**config.mk**
```make
export PLATFORM = sky130hd
export DESIGN_NAME = rsem_queue
export DESIGN_NICKNAME = d
export VERILOG_FILES = /design/src/hw/rtl/rsem_pkg.sv /design/src/hw/rtl/rsem_queue.sv
export SDC_FILE = /design/constraint.sdc
export NUM_CORES = 1
export LEC_CHECK = 0
export BUFFER_PORTS_ARGS = -buffer_cell sky130_fd_sc_hd__buf_2
export CORE_MARGIN = 5
export CORE_UTILIZATION = 57
export DETAILED_ROUTE_END_ITERATION = 16
export PLACE_DENSITY_LB_ADDON = 0.2
export SLEW_MARGIN = 25
export SYNTH_ARGS = -nofsm -noshare
export SYNTH_HDL_FRONTEND = slang
export SYNTH_SLANG_ARGS = --single-unit
```
**constraint.sdc**
```tcl
create_clock -name clk -period 10.9 [get_ports clk]
set_input_delay 1.09 -clock clk [delete_from_list [all_inputs] [get_ports clk]]
set_output_delay 1.09 -clock clk [all_outputs]
set_load 0.1 [all_outputs]
```
**src/hw/rtl/rsem_pkg.sv**
```systemverilog
// Shared types and constants for the RGB Sobel edge magnitude block.
`timescale 1ns / 1ps
package rsem_pkg;
  localparam int MAX_WIDTH_DEF = 1024;
  localparam int ROW_LIMIT = 1024;
  localparam int IDX_FRAME_WIDTH = 0;
  localparam int IDX_FRAME_HEIGHT = 1;

  typedef struct packed {
    logic [7:0] in_red;
    logic [7:0] in_green;
    logic [7:0] in_blue;
  } pixel_in_t;

  typedef struct packed {
    logic [7:0] out_red;
    logic [7:0] out_green;
    logic [7:0] out_blue;
    logic [9:0] out_row;
    logic [9:0] out_col;
  } pixel_out_t;

  // One queued job: the 3x3 window, the centre position and border data.
  typedef struct packed {
    logic         interior;
    logic         border;
    logic [215:0] win;       // nine 24-bit pixels, tl ml bl tc mc bc tr mr br
    logic [9:0]   irow;
    logic [9:0]   icol;
    logic [23:0]  bpix;
    logic [9:0]   brow;
    logic [9:0]   bcol;
  } job_t;

  typedef enum logic [1:0] {ST_IDLE, ST_SUM, ST_ROOT, ST_EMIT} back_state_t;
endpackage

```
**src/hw/rtl/rsem_queue.sv**
```systemverilog
// Short job queue between front and back end.
`timescale 1ns / 1ps
module rsem_queue (
  input  logic           clk,
  input  logic           rst,
  input  logic           wr_valid,
  input  rsem_pkg::job_t wr_data,
  output logic           almost_full,
  output logic           rd_valid,
  input  logic           rd_take,
  output rsem_pkg::job_t rd_data
);
  localparam int DEPTH = 4;
  rsem_pkg::job_t mem [DEPTH];
  logic [1:0] wp, rp;
  logic [2:0] count;

  assign rd_valid = count != 3'd0;
  assign rd_data = mem[rp];
  // leave room for the item already in the read stage of the front end
  assign almost_full = count >= 3'(DEPTH - 2);

  always_ff @(posedge clk) begin
    if (rst) begin
      wp <= '0;
      rp <= '0;
      count <= '0;
    end else begin
      if (wr_valid) wp <= wp + 2'd1;
      if (rd_take && rd_valid) rp <= rp + 2'd1;
      count <= count + 3'(wr_valid) - 3'(rd_take && rd_valid);
    end
  end

  always_ff @(posedge clk) begin
    if (wr_valid) mem[wp] <= wr_data;
  end

`ifndef ASSERT_OFF
  a_no_overflow: assert property (@(posedge clk) disable iff (rst)
    count == 3'(DEPTH) |-> !wr_valid) else $error("job queue overflow");
  a_count_range: assert property (@(posedge clk) disable iff (rst)
    count <= 3'(DEPTH)) else $error("job queue count out of range");
  a_empty_no_take: assert property (@(posedge clk) disable iff (rst)
    count == 3'd0 && !wr_valid |=> count == 3'd0) else $error("queue count drift");
`endif
endmodule

```
==> out/results.ini <==
[outcome]
outcome=completed

[setup_path]
path_cells=buf_4 -> buf_4 -> mux4_2 -> buf_2
cp-start-kind=flop
r2r_end=mem[0][177]
r2r_start=wp[0]
cpMostUsedCell=buf_4
reg2regPathDepth=5
critPathBufInv=3
end_kind=primary output
required_ps=9810
slowest_delay_ps=870
crit_family=buffers and inverters
arrival_ps=4060
crit_path_top_delay_cell=buf_4
crit_type=reg2out
cp_max_fo=66
reg2reg_slack_ps=7270

[synth]
synth_top_area_cell=edfxtp_1
syn_inst=1521
netlist_area_sq_um=41500
ys_ff_latch=1137
yosysMostFrequentCell=edfxtp_1
synthTopCellsByCount=edfxtp_1 (1128), mux4_2 (282), buf_12 (31), buf_2 (28), dfxtp_1 (9)
yosysWarnings=0
synth_top_area_share_pct=81.7
syn_area_per_cell_sq_um=27.3
syn-num-nets=1815
ys_async_sr_fraction_pct=0
synth-seq-area-share_pct=82.1
synth.area.top_cells=edfxtp_1 (82%), mux4_2 (15%), buf_12 (1.5%)
ys_types=20
synth-edff-count=1128
yosys_most_used_dff=edfxtp_1

[worst_hold_path]
worstHoldStart=wp[1]
whs_endpoint=wp[1]
hold_class=reg2reg
hold_depth=2

[timing]
hold_viol=0
finalCriticalPeriod_ps=5150
slew_viol_final=0
worst_slew_pin_slew_ps=1060
fmax_mhz=194
skew_ps=18.4
slew_headroom_pct=29.5
finalCritPeriodShare_pct=47.3
setup_viol=0
rsz0062_at_grt=no
finalSetupTns_ps=0
worst_slack_ps=5750

[floorplanning]
dieWidth_microns=280
core_area_sq_um=72600
placementRows=99
dieArea_sq_um=78300
ios=570
die_h_microns=280
start_util_pct=57.1

[detailed_routing]
routed_wl_microns=84500
detail-route-antenna-nets=0
vias=18600
drcViolationCount=0
drtPass1Iterations=4
wire_per_inst_microns=26.1
drtIter0Drc=1540
vias_per_cell=5.73

[global_route]
overflow=0
grt_pass1_wl_microns=126000
antenna_found_initial=45
grt_start_max_net_pins=157
grt_pass1_vias=19700
grt_use_total_pct=21.5

[final_layout]
regArea_sq_um=34100
fin_area_sq_um=48800
num-nets-final=2456
drive_above_1_share_pct=46.1
syn_to_final_growth_pct=17.7
fillers=4574
multi_input_area_sq_um=6630

[placed_design]
place_worst_setup_slack_ps=6330
gp_congestion=0.768
placed_area_sq_um=45000
port_buffers=569
hpwl_microns=52300

[clocking]
clkSinkCount=1137
cts_made_buffers=109
ctsHoldBuffers=0
clockRootBuffer=clkbuf_16
clk_pin_slew_ps=60
tritoncts=built
h-tree-depth=3
cts_setup_buffers=0
clock_latency_ps=650
cts_resized=0
cts_buffer_depth=3

[pwr]
p_leak_nw=16.3
powerDensity_nw_per_um2=267
ir_drop_mv=0.258

[flow_run]
maxCapViolations=0

==> worst register-to-register path: cells and delay by family (launching register included) <==
kind / cells / cell delay (ps)
flip-flops: 1 / 350
adder cells (fa/ha/maj): 1 / 150
AND/OR/NAND/NOR: 1 / 780
buffers and inverters: 3 / 1890
==> flip-flops by register name, indices dropped and copies added (netlist names), named ones only <==
register,flops
wp,2
rp,2
mem,1128
count,3
==> routing by layer <==
metal | global-route usage [%] | wire length, microns
met1 | 27.8 | 30800
met2 | 35.2 | 43200
met3 | 7.92 | 8260
met4 | 6.37 | 2090
met5 | 0 | 241
==> per-stage QoR <==
step | power [W] | utilization (%) | hold slack (ps) | cells
6_report | 0.0130 | 67.2 | 582 | 3244
5_1_grt | 0.0135 | 67.2 | 603 | 3225
4_1_cts | 0.0131 | 67.0 | 582 | 3211
3_5_place_dp | 0.00939 | 62.0 | 566 | 3007
3_3_place_gp | 0.00937 | 61.9 | 536 | 3004
2_1_floorplan | 0.00890 | - | 514 | 1521
==> final cells by class <==
type                            instances  area share [%]
Sequential cell                      1137            69.8
Inverter                                7          0.0538
Clock buffer                          128            5.82
Tap cell                              959            2.46
Clock inverter                         76            1.59
Timing Repair Buffer                  594            6.55
Multi-Input combinational cell        313            13.6
Antenna cell                           30           0.154
==> cell families after synthesis <==
logic type | Yosys count | synth area share (%)
AO/OA/AOI/OAI | 3 | 0.0603
XOR/XNOR | 2 | 0.0422
adder cells (fa/ha/maj) | 8 | 0.259
buffers and inverters | 71 | 1.96
flip-flops | 1137 | 82.1
multiplexers | 286 | 15.4
AND/OR/NAND/NOR | 14 | 0.172
==> power by group <==
group / total [W] / internal (W) / switching, W
sequential: 0.00511 / 0.00504 / 0.0000753
clock: 0.00374 / 0.00220 / 0.00154
combinational: 0.00416 / 0.000858 / 0.00331
total: 0.0130 / 0.00809 / 0.00492
==> cells in the final DEF, fill, tap and decap left out, drive strengths merged, types with 2 or more instances in the layout <==
master       n
clkinvlp     2
diode       30
nor2         6
edfxtp    1128
dfxtp        9
ha           7
xnor2        2
buf        594
clkbuf     128
bufinv      14
clkinv      57
mux4       282
nor2b        3
mux2         3
and2         4
inv         10
==> how the worst max path moves through the flow <==
stage               depth (start not counted)      from            to
floorplan                                   1  wr_valid     mem[0][0]
global placement                            4      flop  rd_data[131]
detailed placement                          4      flop  rd_data[131]
CTS                                         4      flop  rd_data[131]
global route                                5      flop   rd_data[91]
finish                                      4      flop   rd_data[92]
Note: power is estimated with default switching activity, not from simulation.
