**src/hw/rtl/rsem_pkg.sv**
```systemverilog
// Shared types and constants for the RGB Sobel edge magnitude block.
`timescale 1ns / 1ps
package rsem_pkg;
  localparam int MAX_WIDTH_DEF = 1024;
  localparam int ROW_LIMIT = 1024;
  localparam int IDX_FRAME_WIDTH = 0;
  localparam int IDX_FRAME_HEIGHT = 1;

  typedef struct packed {
    logic [7:0] in_red;
    logic [7:0] in_green;
    logic [7:0] in_blue;
  } pixel_in_t;

  typedef struct packed {
    logic [7:0] out_red;
    logic [7:0] out_green;
    logic [7:0] out_blue;
    logic [9:0] out_row;
    logic [9:0] out_col;
  } pixel_out_t;

  // One queued job: the 3x3 window, the centre position and border data.
  typedef struct packed {
    logic         interior;
    logic         border;
    logic [215:0] win;       // nine 24-bit pixels, tl ml bl tc mc bc tr mr br
    logic [9:0]   irow;
    logic [9:0]   icol;
    logic [23:0]  bpix;
    logic [9:0]   brow;
    logic [9:0]   bcol;
  } job_t;

  typedef enum logic [1:0] {ST_IDLE, ST_SUM, ST_ROOT, ST_EMIT} back_state_t;
endpackage

```
**src/hw/rtl/rsem_back.sv**
```systemverilog
// Back end: Sobel sums, iterative rounded square root, result emission.
`timescale 1ns / 1ps
module rsem_back (
  input  logic                 clk,
  input  logic                 rst,
  input  logic                 job_valid,
  output logic                 job_take,
  input  rsem_pkg::job_t       job,
  output logic                 out_valid,
  input  logic                 out_stall,
  output rsem_pkg::pixel_out_t out_data
);
  rsem_pkg::back_state_t state, state_next;
  rsem_pkg::job_t        cur;
  logic                  did_interior;
  logic [16:0]           sq [3];
  logic [16:0]           rem [3];
  logic [8:0]            res [3];
  logic [3:0]            step;
  logic [7:0]            mag [3];
  logic [16:0]           rem_n [3];
  logic [8:0]            res_n [3];
  logic signed [11:0]    gx [3];
  logic signed [11:0]    gy [3];

  function automatic logic [7:0] px(input logic [215:0] w, input int p, input int sh);
    return w[(8-p)*24 + sh +: 8];
  endfunction

  always_comb begin
    for (int ch = 0; ch < 3; ch++) begin
      gx[ch] = $signed({4'd0, px(cur.win, 6, 16-8*ch)}) + 12'sd2 * $signed({4'd0, px(cur.win, 7, 16-8*ch)})
             + $signed({4'd0, px(cur.win, 8, 16-8*ch)}) - $signed({4'd0, px(cur.win, 0, 16-8*ch)})
             - 12'sd2 * $signed({4'd0, px(cur.win, 1, 16-8*ch)}) - $signed({4'd0, px(cur.win, 2, 16-8*ch)});
      gy[ch] = $signed({4'd0, px(cur.win, 2, 16-8*ch)}) + 12'sd2 * $signed({4'd0, px(cur.win, 5, 16-8*ch)})
             + $signed({4'd0, px(cur.win, 8, 16-8*ch)}) - $signed({4'd0, px(cur.win, 0, 16-8*ch)})
             - 12'sd2 * $signed({4'd0, px(cur.win, 3, 16-8*ch)}) - $signed({4'd0, px(cur.win, 6, 16-8*ch)});
    end
  end

  // one result bit per cycle: restoring root over 8 bits of a 16-bit sum
  always_comb begin
    logic [17:0] trial;
    for (int ch = 0; ch < 3; ch++) begin
      trial = {rem[ch][15:0], sq[ch][15:14]} - {7'd0, res[ch], 2'b01};
      if (!trial[17]) begin
        rem_n[ch] = trial[16:0];
        res_n[ch] = {res[ch][7:0], 1'b1};
      end else begin
        rem_n[ch] = {rem[ch][14:0], sq[ch][15:14]};
        res_n[ch] = {res[ch][7:0], 1'b0};
      end
    end
  end

  always_comb begin
    for (int ch = 0; ch < 3; ch++) begin
      // round up when remainder exceeds the root
      if ({8'd0, res[ch]} < rem[ch] || res[ch] > 9'd255 || sq[ch] == 17'h1ffff)
        mag[ch] = (res[ch] >= 9'd255 || sq[ch] == 17'h1ffff) ? 8'hff : 8'(res[ch] + 9'd1);
      else
        mag[ch] = (res[ch] > 9'd255) ? 8'hff : res[ch][7:0];
    end
  end

  always_ff @(posedge clk) begin
    if (rst) state <= rsem_pkg::ST_IDLE;
    else state <= state_next;
  end

  always_comb begin
    state_next = state;
    job_take = 1'b0;
    out_valid = 1'b0;
    out_data = '0;
    unique case (state)
      rsem_pkg::ST_IDLE: if (job_valid) begin
        job_take = 1'b1;
        state_next = job.interior ? rsem_pkg::ST_SUM : rsem_pkg::ST_EMIT;
      end
      rsem_pkg::ST_SUM: state_next = rsem_pkg::ST_ROOT;
      rsem_pkg::ST_ROOT: if (step == 4'd8) state_next = rsem_pkg::ST_EMIT;
      rsem_pkg::ST_EMIT: begin
        out_valid = 1'b1;
        if (cur.interior && !did_interior)
          out_data = '{mag[0], mag[1], mag[2], cur.irow, cur.icol};
        else
          out_data = '{cur.bpix[23:16], cur.bpix[15:8], cur.bpix[7:0], cur.brow, cur.bcol};
        if (!out_stall) begin
          if (cur.interior && !did_interior && cur.border) state_next = rsem_pkg::ST_EMIT;
          else state_next = rsem_pkg::ST_IDLE;
        end
      end
      default: state_next = rsem_pkg::ST_IDLE;
    endcase
  end

  always_ff @(posedge clk) begin
    if (rst) begin
      did_interior <= 1'b0;
      step <= '0;
    end else begin
      if (job_take) did_interior <= 1'b0;
      else if (state == rsem_pkg::ST_EMIT && !out_stall) did_interior <= 1'b1;
      if (state == rsem_pkg::ST_SUM) step <= '0;
      else if (state == rsem_pkg::ST_ROOT) step <= step + 4'd1;
    end
  end

  always_ff @(posedge clk) begin
    if (job_take) cur <= job;
    if (state == rsem_pkg::ST_SUM) begin
      for (int ch = 0; ch < 3; ch++) begin
        logic [23:0]        s;
        logic signed [23:0] ex, ey;
        ex = 24'(gx[ch]);
        ey = 24'(gy[ch]);
        s = $unsigned(ex * ex) + $unsigned(ey * ey);
        // above 255*255+255 saturate; mark with all ones
        sq[ch] <= (s > 24'd65280) ? 17'h1ffff : s[16:0];
        rem[ch] <= '0;
        res[ch] <= '0;
      end
    end else if (state == rsem_pkg::ST_ROOT && step != 4'd8) begin
      for (int ch = 0; ch < 3; ch++) begin
        rem[ch] <= rem_n[ch];
        res[ch] <= res_n[ch];
        sq[ch] <= (sq[ch] == 17'h1ffff) ? sq[ch] : {sq[ch][14:0], 2'b00};
      end
    end
  end

`ifndef ASSERT_OFF
  a_take_idle: assert property (@(posedge clk) disable iff (rst)
    job_take |-> state == rsem_pkg::ST_IDLE) else $error("job taken while busy");
  a_hold_out: assert property (@(posedge clk) disable iff (rst)
    out_valid && out_stall |=> out_valid) else $error("result dropped under stall");
  a_step_bound: assert property (@(posedge clk) disable iff (rst)
    step <= 4'd9) else $error("root step overrun");
`endif
endmodule

```
**config.mk**
```make
export PLATFORM = sky130hd
export DESIGN_NAME = rsem_back
export DESIGN_NICKNAME = d
export VERILOG_FILES = /design/src/hw/rtl/rsem_pkg.sv /design/src/hw/rtl/rsem_back.sv
export SDC_FILE = /design/constraint.sdc
export NUM_CORES = 2
export LEC_CHECK = 0
export BUFFER_PORTS_ARGS = -buffer_cell sky130_fd_sc_hd__buf_4
export CORE_UTILIZATION = 30
export CTS_BUF_LIST = sky130_fd_sc_hd__clkbuf_4
export CTS_CLUSTER_DIAMETER = 60
export DETAILED_ROUTE_END_ITERATION = 12
export PLACE_DENSITY = 0.49
export RECOVER_POWER = 100
export SYNTH_ARGS = -nofsm -noshare
export SYNTH_HDL_FRONTEND = slang
export SYNTH_SLANG_ARGS = --single-unit
```
**constraint.sdc**
```tcl
create_clock -name clk -period 38.2 [get_ports clk]
set_clock_uncertainty 0.1 [all_clocks]
set_input_delay 11.46 -clock clk [delete_from_list [all_inputs] [get_ports clk]]
set_output_delay 11.46 -clock clk [all_outputs]
set_load 0.005 [all_outputs]
```
==> out/results.txt <==
Status - finished with violations
Failing checks - max-capacitance violations, max-slew violations
Drt wl/cell - 15.24 um
First-pass DRT Iterations - 5
Cells after synthesis - 5162
Port buffer count - 307
Aggregate global-route resource usage - 14.32%
Synth Area in XOR/XNOR - 3.582%
Worst-Skew Late Latency - 1090 ps
Synth Area in Simple Gates - 8.566%
# Max-Cap Violations - 16
Routed vias - 35.04k
Max incr delay on CP - 1450 ps
Main combinational cell family by area after synthesis - adder cells
Initial Util - 30.36%
Post-CTS setup buffer count - 0
Hold_buf cts - 0
CTS tree - yes
Worst-Margin Slew - 3595 ps
Initial antenna violation count - 6
Critical path peak fanout - 21
Fin Setup TNS - 0 ps
Adder-Cell Fraction of Synth Area - 48.03%
Post-detailed-route count of antenna-violating nets - 0
Final wirelength - 121300 um
First-pass GRT wire length - 202800 um
Startpoint types - primary input
Commonest non-fill, non-tap cell in the layout - inv_1
CP delay by family, top - buffers and inverters
Post-synthesis compound-gate area fraction - 6.095%
Final period util - 69.00%
Die ar. - 178600 um^2
Post-synth EDFFs - 387
CTS buffer count - 116
Post-Syn Area - 53060 um^2
Slowest CP cell - clkbuf_1
DRC viols - 0
DR iter-0 viols - 1646
Nets - 7260
Count of final setup violators - 0
GP Congestion - 0.8198
Clk buf depth - 3
Root buffer cell - clkbuf_4
Most frequent cells in the layout - inv_1 (1503), fa_1 (1017), clkbuf_4 (430)
Overflow after GRT - 0
Row cnt - 153
Critical-path cell list - clkbuf_4 > nand2b_1 > nor2_1 > clkbuf_1 > clkbuf_4
Area Overhead vs Synth - 12.30%
WP data required - 26640 ps
# resized after CTS - 0
Synth cell types - 77
Via density - 4.402
Synthesized area per cell - 10.28 um^2
Core region area - 174800 um^2
Seq/Total Area, Yosys - 22.16%
Final slew viol count - 602
Endpoints failing hold - 0
Main flop type after synthesis - edfxtp_1
Total clock sinks - 394
Post-detail-place hpwl - 102300 um
Seq cells post-synth - 394
Worst setup path category - primary input to output pin
Crit. End Element - output pin
RSZ-0062 raised after global routing - no
Vias in the first global route - 38.90k
Worst min path class - flip-flop to flip-flop
Clock-pin transition on the worst setup and hold timing paths - 60 ps
Most frequent CP cell - clkbuf_4
Die W - 422.6 um
Largest net degree at the start of global routing - 79
WP data arrival - 14800 ps
CP Buf/Inv Count - 3
Achievable Freq - 0.03794 GHz
Syn_nets - 6875
Min Clock Period, post-route - 26360 ps
Die height - 422.6 um
Top Ports - 332
Slew margin rel. - -139.7%
Fraction of layout cells with a size suffix above 1 - 9.147%
Mux share of post-synthesis cell area - 0.1745%
Async S/R FF share, synth - 0%
CTS H-tree lvls - 3
Warnings, synthesis - 0
final timing paths:
kind	start	endpoint	slack, ps	cells after the start
min reg2reg	did_interior	did_interior	410	2
min	did_interior	did_interior	410	2
max reg2reg	cur[72]	sq[0][30]	23520	39
max	job_valid	job_take	11840	5
cells in the mapped netlist (33+ instances only):
master | count | share of area [%]
inv_1 | 1503 | 11
fa_1 | 1017 | 38
ha_1 | 410 | 9.7
edfxtp_1 | 387 | 22
nand2_1 | 354 | 2.5
nor2_1 | 320 | 2.3
a21oi_1 | 187 | 1.8
xnor2_1 | 168 | 2.8
clkbuf_1 | 85 | 0.60
and2_1 | 76 | 0.90
o21ai_0 | 70 | 0.66
nor3_1 | 49 | 0.46
xor2_1 | 49 | 0.81
nand3_1 | 45 | 0.42
a21o_1 | 37 | 0.52
a31oi_1 | 33 | 0.39
final cells by class:
cell class,count,area [um^2]
Clock buffer,156,1171
Inverter,1517,5694
Clock inverter,45,315.3
Tap cell,2325,2909
Fill cell,18040,115200
Sequential cell,394,11760
Antenna cell,5,12.51
Timing Repair Buffer,358,2526
Multi-Input combinational cell,3160,35200
tightest hold or removal path: cells and delay by family (launching register included):
family,cells,cell delay (ps)
flip-flops,1,320
AND/OR/NAND/NOR,2,150
registers in the layout (all words and copies together) (netlist names):
| register | flops |
|---|---|
| state | 2 |
| res | 27 |
| step | 4 |
| rem | 51 |
| sq | 51 |
| cur | 258 |
| did_interior | 1 |
routing by layer:
metal / up-vias / part of all wire (%) / wire (um) / GRT usage [%]
met5: - / 0.035 / 42 / 0
met4: 6 / 2.1 / 2579 / 3.877
met3: 150 / 4.1 / 5027 / 2.214
met2: 603 / 51 / 61540 / 25.21
met1: 17710 / 43 / 52120 / 18.11
li1: 16570 / - / - / -
logic make-up (layout without fill, tap and decap cells):
kind of cell | count (synthesis) | count (layout)
buffers and inverters | 1608 | 2076
AND/OR/NAND/NOR | 999 | 999
XOR/XNOR | 217 | 217
AO/OA/AOI/OAI | 508 | 508
flip-flops | 394 | 394
other | 0 | 5
multiplexers | 9 | 9
adder cells (fa/ha/maj) | 1427 | 1427
metrics by stage:
| step | cells | worst slack, ps | instance area [um^2] | hold slack [ps] | util, % |
|---|---|---|---|---|---|
| floorplan | 5162 | 4333 | 53060 | 376.3 | - |
| global placement | 7754 | 13720 | 58350 | 415.5 | 33.38 |
| detailed placement | 7754 | 13690 | 58350 | 427.4 | 33.38 |
| CTS | 7955 | 13690 | 59830 | 436.6 | 34.23 |
| global route | 7960 | 11460 | 59590 | 432.7 | 34.09 |
| finish | 7960 | 11840 | 59590 | 405.9 | 34.09 |
Power is not shown: default switching activity piles up to over one toggle a cycle in this logic, so the estimate is an artifact.
